**src/design/b32m_pkg.sv**
```systemverilog
`default_nettype none
package b32m_pkg;

	// Polymod residue and symbol widths
	localparam int RES_W = 30;
	localparam int SYM_W = 5;

	// Default prefix store depth and message length limit
	localparam int PREFIX_DEPTH = 128;
	localparam int MAX_LENGTH   = 90;

	// Checksum length is fixed by the scheme
	localparam int CHECK_SYMBOLS = 6;
	localparam int CNT_W = 3;

	// Saturating message length counter
	localparam int LEN_W = 8;
	localparam logic [LEN_W-1:0] LEN_SAT = 8'd255;

	// Bech32m final constant
	localparam logic [RES_W-1:0] BECH32M_CONST = 30'h2bc830a3;

	// BCH generator rows, one per top bit of the residue
	localparam logic [RES_W-1:0] GEN_POLY [5] = '{
		30'h3b6a57b2, 30'h26508e6d, 30'h1ea119fa, 30'h3d4233dd, 30'h2a1462b3
	};

	// Input item kinds
	typedef enum logic [1:0] {
		OP_PREFIX = 2'd0,
		OP_DATA   = 2'd1,
		OP_FINISH = 2'd2,
		OP_UNUSED = 2'd3
	} op_t;

	// Result status codes
	typedef enum logic [2:0] {
		ST_OK        = 3'd0,
		ST_MISMATCH  = 3'd1,
		ST_TOO_LONG  = 3'd2,
		ST_TOO_SHORT = 3'd3,
		ST_INVALID   = 3'd4
	} status_t;

	// Sequencer states
	typedef enum logic [2:0] {
		S_IDLE,
		S_FEED,
		S_ENTER,
		S_REPLAY,
		S_FINISH,
		S_PAD,
		S_EMIT
	} state_t;

	// One step of the 30-bit BCH polymod
	function automatic logic [RES_W-1:0] polymod_step(
		input logic [RES_W-1:0] r,
		input logic [SYM_W-1:0] s
	);
		logic [4:0]       top;
		logic [RES_W-1:0] acc;
		top = r[RES_W-1:RES_W-5];
		acc = {r[RES_W-6:0], s};
		for (int i = 0; i < 5; i++) begin
			if (top[i]) begin
				acc = acc ^ GEN_POLY[i];
			end
		end
		return acc;
	endfunction

endpackage
`default_nettype wire

```
**src/design/b32m_ram.sv**
```systemverilog
`default_nettype none
module b32m_ram #(
	parameter int WIDTH = 5,
	parameter int DEPTH = 128
) (
	input  wire logic                     clk,
	input  wire logic                     we,
	input  wire logic [$clog2(DEPTH)-1:0] waddr,
	input  wire logic [WIDTH-1:0]         wdata,
	input  wire logic [$clog2(DEPTH)-1:0] raddr,
	output logic      [WIDTH-1:0]         rdata
);

	logic [WIDTH-1:0] mem_q [DEPTH];

	// Write port and registered read port
	always_ff @(posedge clk) begin
		if (we) begin
			mem_q[waddr] <= wdata;
		end
		rdata <= mem_q[raddr];
	end

endmodule
`default_nettype wire

```
**src/design/bech32m_checksum_engine.sv**
```systemverilog
// Prefix characters and data symbols in the data phase each take one feed step.
// The first data symbol (or a finish without data) adds the separator step and
// a replay step per prefix character through the store's read port.
// Finish: a finish state, then 6 padding steps in generate mode, then 6 output beats
// (1 beat in verify mode). One polymod step unit runs one step per cycle.
// Reset (async, active low) clears mode and message state; the store is not cleared.
`default_nettype none
module bech32m_checksum_engine #(
	parameter int PREFIX_DEPTH = b32m_pkg::PREFIX_DEPTH,
	parameter int MAX_LENGTH   = b32m_pkg::MAX_LENGTH
) (
	input  wire logic       clk,
	input  wire logic       arst_n,
	// configuration: mode
	input  wire logic       cfg_we,
	input  wire logic       cfg_wdata,
	// input stream
	input  wire logic       s_tvalid,
	output logic            s_tready,
	input  wire logic [7:0] s_tdata,   // [7:0] value
	input  wire logic [1:0] s_tuser,   // [1:0] op
	// result stream
	output logic            m_tvalid,
	input  wire logic       m_tready,
	output logic      [7:0] m_tdata,   // [4:0] symbol, [7:5] zero
	output logic            m_tlast,
	output logic      [2:0] m_tuser    // [2:0] status
);

	localparam int AW   = $clog2(PREFIX_DEPTH);
	localparam int PC_W = $clog2(PREFIX_DEPTH + 1);
	localparam int RW   = b32m_pkg::RES_W;
	localparam int SW   = b32m_pkg::SYM_W;
	localparam int CW   = b32m_pkg::CNT_W;

	b32m_pkg::state_t state_q, state_d;

	logic                 mode_q;
	logic [RW-1:0]        residue_q;
	logic [PC_W-1:0]      pc_q;
	logic [PC_W-1:0]      rp_q;
	logic                 in_data_q;
	logic [b32m_pkg::LEN_W-1:0] total_q;
	logic [CW-1:0]        dc_q;
	logic [2:0]           sticky_q;
	logic [CW-1:0]        cnt_q;
	b32m_pkg::op_t        op_q;
	logic [SW-1:0]        sym_q;
	logic [2:0]           status_q;

	logic                 s_acc;
	logic                 m_acc;
	b32m_pkg::op_t        op_in;
	logic [7:0]           lower;
	logic                 overflow;
	logic                 bad_char;
	logic [2:0]           flag_code;
	logic                 emit_last;
	logic                 ram_we;
	logic [AW-1:0]        rd_addr;
	logic [SW-1:0]        rd_data;
	logic [SW-1:0]        feed_sym;
	logic [RW-1:0]        feed_out;
	logic [8:0]           len;
	logic [2:0]           status_calc;

	// Decode the incoming transaction
	assign op_in    = b32m_pkg::op_t'(s_tuser);
	assign s_acc    = s_tvalid && s_tready;
	assign m_acc    = m_tvalid && m_tready;
	assign lower    = (s_tdata >= 8'd65 && s_tdata <= 8'd90) ? s_tdata + 8'd32 : s_tdata;
	assign overflow = (pc_q >= PC_W'(PREFIX_DEPTH));
	assign bad_char = (s_tdata < 8'd33) || (s_tdata > 8'd126);
	assign emit_last = mode_q || (cnt_q == CW'(b32m_pkg::CHECK_SYMBOLS - 1));

	// Pick the error code the transaction raises
	always_comb begin
		flag_code = b32m_pkg::ST_OK;
		case (op_in)
			b32m_pkg::OP_PREFIX: begin
				if (in_data_q || bad_char) begin
					flag_code = b32m_pkg::ST_INVALID;
				end else if (overflow) begin
					flag_code = b32m_pkg::ST_TOO_LONG;
				end
			end
			b32m_pkg::OP_DATA: begin
				if (s_tdata[7:5] != 3'd0) begin
					flag_code = b32m_pkg::ST_INVALID;
				end
			end
			default: flag_code = b32m_pkg::ST_OK;
		endcase
	end

	// Final status of the message
	always_comb begin
		len = 9'({1'b0, total_q}) + 9'd1 + (mode_q ? 9'd0 : 9'(b32m_pkg::CHECK_SYMBOLS));
		if (sticky_q != 3'd0) begin
			status_calc = sticky_q;
		end else if (len > 9'(MAX_LENGTH)) begin
			status_calc = b32m_pkg::ST_TOO_LONG;
		end else if (pc_q == '0 || (mode_q && dc_q < CW'(b32m_pkg::CHECK_SYMBOLS))) begin
			status_calc = b32m_pkg::ST_TOO_SHORT;
		end else if (mode_q && residue_q != b32m_pkg::BECH32M_CONST) begin
			status_calc = b32m_pkg::ST_MISMATCH;
		end else begin
			status_calc = b32m_pkg::ST_OK;
		end
	end

	// Next state
	always_comb begin
		state_d = state_q;
		case (state_q)
			b32m_pkg::S_IDLE: begin
				if (s_acc) begin
					case (op_in)
						b32m_pkg::OP_PREFIX: begin
							if (!in_data_q && !overflow) begin
								state_d = b32m_pkg::S_FEED;
							end
						end
						b32m_pkg::OP_DATA:
							state_d = in_data_q ? b32m_pkg::S_FEED : b32m_pkg::S_ENTER;
						b32m_pkg::OP_FINISH:
							state_d = in_data_q ? b32m_pkg::S_FINISH : b32m_pkg::S_ENTER;
						default: state_d = b32m_pkg::S_IDLE;
					endcase
				end
			end
			b32m_pkg::S_FEED: state_d = b32m_pkg::S_IDLE;
			b32m_pkg::S_ENTER: begin
				if (pc_q != '0) begin
					state_d = b32m_pkg::S_REPLAY;
				end else begin
					state_d = (op_q == b32m_pkg::OP_DATA) ? b32m_pkg::S_FEED : b32m_pkg::S_FINISH;
				end
			end
			b32m_pkg::S_REPLAY: begin
				if (rp_q == pc_q) begin
					state_d = (op_q == b32m_pkg::OP_DATA) ? b32m_pkg::S_FEED : b32m_pkg::S_FINISH;
				end
			end
			b32m_pkg::S_FINISH: state_d = mode_q ? b32m_pkg::S_EMIT : b32m_pkg::S_PAD;
			b32m_pkg::S_PAD: begin
				if (cnt_q == CW'(b32m_pkg::CHECK_SYMBOLS - 1)) begin
					state_d = b32m_pkg::S_EMIT;
				end
			end
			b32m_pkg::S_EMIT: begin
				if (m_acc && emit_last) begin
					state_d = b32m_pkg::S_IDLE;
				end
			end
			default: state_d = b32m_pkg::S_IDLE;
		endcase
	end

	// Outputs and datapath selects
	always_comb begin
		s_tready = 1'b0;
		m_tvalid = 1'b0;
		feed_sym = '0;
		rd_addr  = rp_q[AW-1:0];
		ram_we   = 1'b0;
		case (state_q)
			b32m_pkg::S_IDLE: begin
				s_tready = 1'b1;
				ram_we   = s_tvalid && (op_in == b32m_pkg::OP_PREFIX) && !in_data_q && !overflow;
			end
			b32m_pkg::S_FEED:   feed_sym = sym_q;
			b32m_pkg::S_ENTER:  rd_addr = '0;
			b32m_pkg::S_REPLAY: feed_sym = rd_data;
			b32m_pkg::S_EMIT:   m_tvalid = 1'b1;
			default: feed_sym = '0;
		endcase
	end

	// Shared polymod step
	assign feed_out = b32m_pkg::polymod_step(residue_q, feed_sym);

	// Result payload
	assign m_tdata = {3'b000, mode_q ? 5'd0 : residue_q[RW-1:RW-SW]};
	assign m_tlast = emit_last;
	assign m_tuser = status_q;

	b32m_ram #(
		.WIDTH(SW),
		.DEPTH(PREFIX_DEPTH)
	) u_prefix_ram (
		.clk  (clk),
		.we   (ram_we),
		.waddr(pc_q[AW-1:0]),
		.wdata(s_tdata[SW-1:0]),
		.raddr(rd_addr),
		.rdata(rd_data)
	);

	// Control state and residue
	always_ff @(posedge clk or negedge arst_n) begin
		if (!arst_n) begin
			state_q   <= b32m_pkg::S_IDLE;
			mode_q    <= 1'b0;
			residue_q <= RW'(1);
			pc_q      <= '0;
			rp_q      <= '0;
			in_data_q <= 1'b0;
			total_q   <= '0;
			dc_q      <= '0;
			sticky_q  <= '0;
			cnt_q     <= '0;
		end else begin
			state_q <= state_d;
			if (cfg_we) begin
				mode_q <= cfg_wdata;
			end
			case (state_q)
				b32m_pkg::S_IDLE: begin
					if (s_acc) begin
						if (sticky_q == 3'd0) begin
							sticky_q <= flag_code;
						end
						if (op_in == b32m_pkg::OP_PREFIX && !in_data_q && !overflow) begin
							pc_q <= pc_q + PC_W'(1);
							if (total_q != b32m_pkg::LEN_SAT) begin
								total_q <= total_q + 1'b1;
							end
						end
						if (op_in == b32m_pkg::OP_DATA) begin
							if (dc_q != CW'(b32m_pkg::CHECK_SYMBOLS)) begin
								dc_q <= dc_q + 1'b1;
							end
							if (total_q != b32m_pkg::LEN_SAT) begin
								total_q <= total_q + 1'b1;
							end
						end
					end
				end
				b32m_pkg::S_FEED: residue_q <= feed_out;
				b32m_pkg::S_ENTER: begin
					residue_q <= feed_out;
					in_data_q <= 1'b1;
					rp_q      <= PC_W'(1);
				end
				b32m_pkg::S_REPLAY: begin
					residue_q <= feed_out;
					if (rp_q != pc_q) begin
						rp_q <= rp_q + PC_W'(1);
					end
				end
				b32m_pkg::S_FINISH: cnt_q <= '0;
				b32m_pkg::S_PAD: begin
					if (cnt_q == CW'(b32m_pkg::CHECK_SYMBOLS - 1)) begin
						residue_q <= feed_out ^ b32m_pkg::BECH32M_CONST;
						cnt_q     <= '0;
					end else begin
						residue_q <= feed_out;
						cnt_q     <= cnt_q + 1'b1;
					end
				end
				b32m_pkg::S_EMIT: begin
					if (m_acc) begin
						if (emit_last) begin
							residue_q <= RW'(1);
							pc_q      <= '0;
							in_data_q <= 1'b0;
							total_q   <= '0;
							dc_q      <= '0;
							sticky_q  <= '0;
							cnt_q     <= '0;
						end else begin
							residue_q <= {residue_q[RW-SW-1:0], {SW{1'b0}}};
							cnt_q     <= cnt_q + 1'b1;
						end
					end
				end
				default: cnt_q <= cnt_q;
			endcase
		end
	end

	// Hold the accepted item and the message status
	always_ff @(posedge clk) begin
		if (s_acc) begin
			op_q  <= op_in;
			sym_q <= (op_in == b32m_pkg::OP_PREFIX) ? {2'b00, lower[7:5]} : s_tdata[SW-1:0];
		end
		if (state_q == b32m_pkg::S_FINISH) begin
			status_q <= status_calc;
		end
	end

endmodule
`default_nettype wire

```
**config.mk**
```make
export PLATFORM = sky130hd
export DESIGN_NAME = bech32m_checksum_engine
export DESIGN_NICKNAME = d
export VERILOG_FILES = /design/src/design/b32m_pkg.sv /design/src/design/b32m_ram.sv /design/src/design/bech32m_checksum_engine.sv
export SDC_FILE = /design/constraint.sdc
export NUM_CORES = 1
export LEC_CHECK = 0
export BUFFER_PORTS_ARGS = -buffer_cell sky130_fd_sc_hd__clkbuf_2
export CORE_UTILIZATION = 65
export CTS_CLUSTER_SIZE = 40
export DETAILED_ROUTE_END_ITERATION = 10
export GPL_ROUTABILITY_DRIVEN = 0
export PLACE_DENSITY = 0.82
export SLEW_MARGIN = 40
export SYNTH_ARGS = -nofsm -noshare
export SYNTH_HDL_FRONTEND = slang
export SYNTH_HIERARCHICAL = 1
export SYNTH_SLANG_ARGS = --single-unit
```
**constraint.sdc**
```tcl
create_clock -name clk -period 8 [get_ports clk]
set_input_delay 1.6 -clock clk [delete_from_list [all_inputs] [get_ports clk]]
set_output_delay 1.6 -clock clk [all_outputs]
set_load 0.01 [all_outputs]
```
# Word level (Yosys, flattened, before mapping)
# Memories as Yosys holds them, arrays and structs flattened. A register that Yosys moved wholly into a read port is not among the register bits.
# Cells that the tools add are included.
# word_totals
reg_bits	78
output_inout_bits	14
n_memories	1
inputBits	16
ramBits	640
wordCells	172
# memory_table
memory	words	width	read_ports	rd_ports_with_merged_regs	write_ports	line_no	text
u_prefix_ram.mem_q	128	5	1	1	1	b32m_ram.sv:14	logic [WIDTH-1:0] mem_q [DEPTH];
# classes
magnitude_cmp	7
reduce_logical	40
eq_ne	27
bitwise	6
addsub	8
muxes	69
# op_table
operator	count
two-way mux 30 bit	7
case mux 30 bit (3 select lines)	1
two-way mux 8 bit	11
two-way mux 3 bit	23
case mux 8 bit (2 select lines)	3
inequality test 30 bit (second input constant)	1
two-way mux 29 bit	1
inverter 13 bit	2
adder 8 x 1 -> 8 bit (second input constant)	3
inequality test 2 bit (second input constant)	11
inverter 18 bit	1
case mux 3 bit (2 select lines)	3
case mux 3 bit (3 select lines)	2
case mux 3 bit (6 select lines)	1
inverter 17 bit	1
inverter 16 bit	1
AND reduction 5 bit	3
inverter 14 bit	1
equality test 3 bit (second input constant)	4
logical AND 1 bit	12
nonzero test 3 bit	4
two-way mux 2 bit	5
case mux 5 bit (2 select lines)	1
adder 8 x 1 -> 9 bit (second input constant)	1
34 further kinds	54

# Depth between registers and ports, before layout
# depth
word_depth	15
depth_mapped	13
mapped_depth_nobuf	9

# Modules after synthesis
# The synthesis kept the hierarchy.
# modules_own_cells
module	seq_area_each_um2	area_each_um2	n_inst	cells_per_inst
b32m_ram	19318.5	25060.3	1	1090
bech32m_checksum_engine	1978.1	5211.2	1	597

# Worst setup path before layout
# OpenSTA, ideal clock, no wires.
# synth_timing
kind	in2reg
from	in s_tuser[0]
to	mem u_prefix_ram.mem_q[110][0] (enable)
stages	9
arrival_time_ns	3.573
path_slack_ns	4.087
setup_ns	0.340
path_buffers	4
required_time_ns	7.660
path_cell_list	clkbuf_1 > nor2_1 > clkbuf_1 > and3_1 > clkbuf_1 > nor2b_1 > nand3_1 > clkbuf_1 > nor2_1
# synth_via
elab_chain_len	7
# synth_rtl
item	line_no	text
start, declared	bech32m_checksum_engine.sv:21	input wire logic [1:0] s_tuser,
logical NOT 2 bit	bech32m_checksum_engine.sv:170	ram_we = s_tvalid && (op_in == b32m_pkg::OP_PREFIX) && !in_data_q && !overflow;
logical AND 1 bit (3 in a row)	bech32m_checksum_engine.sv:170	
two-way mux 1 bit	bech32m_checksum_engine.sv:167	case (state_q)
via ram_we	bech32m_checksum_engine.sv:59	logic ram_we;
two-way mux 1 bit	b32m_ram.sv:18	if (we) begin
two-way mux 1 bit (implied by the code)	b32m_ram.sv:19	mem_q[waddr] <= wdata;
end, declared	b32m_ram.sv:14	
# The timed path passes the listed nets, and every way through them passes these cells.

# Worst setup path in the final report
# layout_timing
from	reg state_q[2]
to	reg u_prefix_ram.rdata[4], read port of u_prefix_ram.mem_q
# layout_via
elab_chain_len	2
# layout_rtl
item	line_no	text
start, declared	bech32m_checksum_engine.sv:36	b32m_pkg::state_t state_q, state_d;
start signal, assigned	bech32m_checksum_engine.sv:203	state_q <= b32m_pkg::S_IDLE;
start signal, assigned	bech32m_checksum_engine.sv:214	state_q <= state_d;
equality test 3 x 2 -> 1 bit	bech32m_checksum_engine.sv:167	
two-way mux 7 bit	bech32m_checksum_engine.sv:167	
via rd_addr[0]	bech32m_checksum_engine.sv:60	logic [AW-1:0] rd_addr;
end, declared	b32m_ram.sv:11	output logic [WIDTH-1:0] rdata
# The timed path passes the listed nets, and every way through them passes these cells.
# A chain may end at the register's enable or synchronous reset.

==> impl_results.md <==
- Flop pwr share: 40.7%
- GR Overflow Total: 0
- Final Cycle Share: 60.5%
- Sw Share: 29.8%
- CTS H-tree lvls: 3
- Setup bufs post-CTS: 0
- Clock Power Share: 30.7%
- CTS tree: done
- Worst-Skew Late Latency: 0.61 ns
- Psw: 3330 uW
- Critical Path Source: state_q[2]
- Final Max Slew Viols: 0
- Post-Syn Instances: 1,687
- Asr flop ratio synth: 9.28%
- Peak VDD IR: 0.268 mV
- Slew Limit Headroom: 42.2%
- Power Density: 334 nW/um2
- CP startpoint kind: register
- Reg2reg path depth: 10
- Mean post-synth cell area: 17.9 um2
- Worst Setup End Kind: register
- Setup slack, reg-to-reg: 3.16 ns
- CTS resizes: 0
- Setup crit end: u_prefix_ram/rdata[4]
- Crit path time final: 4.84 ns
- Gate power share: 28.6%
- # setup viols final: 0
- DRT Pass-1 Iters: 5
- Nets: 1,744
- Initial core utilization: 66.3%
- Clk sinks: 722
- Port buffer count: 26
- Clock Tree Root: clkbuf_16
- Leak Pwr: 0.0108 uW
- Post-Route WL: 72.1 mm
- Clock transition at path regs: 0.06 ns
- First-pass GRT wire length: 108 mm
- Die Span Y: 218 um
- Reg-to-reg endpoint: u_prefix_ram/rdata[4]
- Core Util, Final: 73.2%
- Status: finished clean
- Commonest non-fill, non-tap cells in the layout: 650 x edfxtp_1, 210 x mux4_2, 184 x nor2_1, 76 x clkbuf_16, 65 x dfrtp_1
- Via count: 16,500
- Pint: 7820 uW
- YS warnings: 6
- Rows: 78
- IO Pins: 30
- Iter 0 DRT Violations: 2,341
- Vias per cell: 6.96
- Mapped Area: 30,300 um2
- Post-DP HPWL: 41.9 mm
- Die Wd: 218 um
- Crit Path Class: reg2reg
- Critical path required time: 8.48 ns
- Worst Tran Pin Value: 0.860 ns
- CP Data Arrival Time: 5.33 ns
- Reg-to-reg startpoint: state_q[2]
- CTS buffer count: 71
- Endpoints failing hold: 0
- Vias in the first global route: 16,600
- CP max FO: 66
- Setup TNS: 0 ns
- Wirelength per Cell: 30.4 um
- Area growth syn-to-layout: 10.4%
- F_max: 207 MHz
- Die area: 47,400 um2
- Filler instances: 2,538
- Worst Hold Path Cells: 1
- Antenna diode count: 0
- Total GRT Usage: 31.7%
- RSZ-0062 raised after global routing: no
- Top FF cell, synth: edfxtp_1
- Sequential area share after synthesis: 70.4%
- Commonest non-fill, non-tap cell in the layout: edfxtp_1
- DRC errors left: 0
- Hold-fix buffers, CTS: 0
- Core Region: 45,700 um2
- Initial antenna violation count: 5
- Antenna-violating nets left: 0
- Synth Register Bits: 722
- Clk_skew: 0.0154 ns
- Max Root-Sink Buffers: 3
- # Max-Cap Violations: 0
- Layout cells sized above 1: 22.4%
- Synth cell types: 68
- Largest net degree at the start of global routing: 102
- Post-synth EDFFs: 650
- Worst hold-check path type: reg2reg
-- cell usage after synthesis (3+ instances only) --
master | n | area, um2
a311oi_1 | 3 | 26.3
and3b_1 | 3 | 26.3
edfxtp_1 | 650 | 19500
o22ai_1 | 10 | 62.6
nor2b_1 | 27 | 169
nor4_1 | 9 | 56.3
buf_1 | 14 | 52.6
nor2_1 | 184 | 691
mux4_2 | 210 | 4730
a21oi_1 | 53 | 265
nor3_1 | 31 | 155
ha_1 | 14 | 175
dfrtp_1 | 66 | 1650
xnor2_1 | 27 | 236
a21o_1 | 6 | 45.0
a211oi_1 | 6 | 45.0
dfxtp_1 | 5 | 100
buf_4 | 12 | 90.1
xor2_1 | 28 | 245
o21ai_0 | 41 | 205
a41oi_1 | 3 | 26.3
a221o_1 | 5 | 50.1
nand4_1 | 16 | 100
nand2_1 | 60 | 225
mux2i_1 | 16 | 160
nand3b_1 | 3 | 22.5
nand2b_1 | 7 | 43.8
inv_1 | 20 | 75.1
nand3_1 | 22 | 110
buf_6 | 5 | 56.3
buf_2 | 11 | 55.1
clkbuf_1 | 56 | 210
and3_1 | 8 | 50.1
a31oi_1 | 3 | 18.8
mux2_2 | 8 | 90.1
-- worst max-delay path: stages, from the launching register on --
cell and delay (ns):
dfrtp_1 0.76, inv_1 0.24, nand2_1 0.26, nor2_1 0.07
buf_4 0.23, nor2b_4 0.50, buf_12 0.51, mux4_2 0.61
mux4_2 0.58, mux4_2 0.59, mux2_2 0.31
-- layout make-up --
class                   count  area (um2)  area share, %
clock inverters            37         418           1.25
repair buffers             50         390           1.17
inverters                  22        82.6          0.247
flip-flops and latches    722       21300           63.7
multi-input cells         846        8510           25.5
well taps                 600         751           2.25
clock buffers              94        1980           5.92
-- power groups by stage --
stage	sequential, uW	combinational [uW]	clock [uW]
after floorplan	4460	2470	0
after global placement	4590	3000	0
after detailed placement	4600	3110	0
after CTS	4530	3170	3460
after global routing	4560	3400	3600
final	4540	3180	3430
-- state kept, by name, summed over array words and instances, names as in the netlist --
register / cells
sticky_q: 2
u_prefix_ram/rdata: 5
op_q: 2
u_prefix_ram/mem_q: 640
sym_q: 5
cnt_q: 3
mode_q: 1
m_tuser: 3
rp_q: 8
total_q: 8
residue_q: 30
dc_q: 3
pc_q: 8
state_q: 3
in_data_q: 1
-- worst min-delay path by stage --
| stage | endpoint | start | slack [ns] |
|---|---|---|---|
| finish | residue_q[16] | residue_q[11] | 0.50 |
| global route | residue_q[16] | residue_q[11] | 0.53 |
| CTS | residue_q[16] | residue_q[11] | 0.50 |
| detailed placement | residue_q[16] | residue_q[11] | 0.49 |
| global placement | residue_q[16] | residue_q[11] | 0.48 |
| floorplan | residue_q[16] | residue_q[11] | 0.46 |
-- cells by family (layout without fill, tap and decap cells) --
| kind of cell | Yosys count | in the layout | share of synthesized area, % |
|---|---|---|---|
| flip-flops | 722 | 722 | 70.4 |
| AND/OR/NAND/NOR | 385 | 385 | 5.88 |
| multiplexers | 234 | 234 | 16.5 |
| AO/OA/AOI/OAI | 152 | 152 | 3.14 |
| buffers and inverters | 121 | 203 | 1.82 |
| XOR/XNOR | 57 | 57 | 1.70 |
| adder cells (fa/ha/maj) | 15 | 15 | 0.645 |
| other | 1 | 3 | 0.0124 |
-- stage by stage --
stage               instances  setup slack [ns]  hold WS (ns)  total power [uW]  cell area, um2
global route             2371              2.90         0.528             11600           33400
finish                   2371              3.16         0.500             11200           33400
detailed placement       2240              3.12         0.492              7710           31000
global placement         2239              3.07         0.482              7600           30900
floorplan                1689              4.09         0.463              6930           30300
CTS                      2371              3.13         0.500             11200           33400
-- per-layer routing --
metal  vias up  part of all wire (%)  routed length [um]  global-route usage [%]
met1      8551                    37               26500                    42.8
met3       173                   8.8                6320                    5.61
met5         -                 0.080                  58                       0
met2      1005                    51               36800                    52.7
li1       6771                     -                   -                       -
met4         6                   3.5                2490                    11.6
Power figures use the tool's default switching activity.
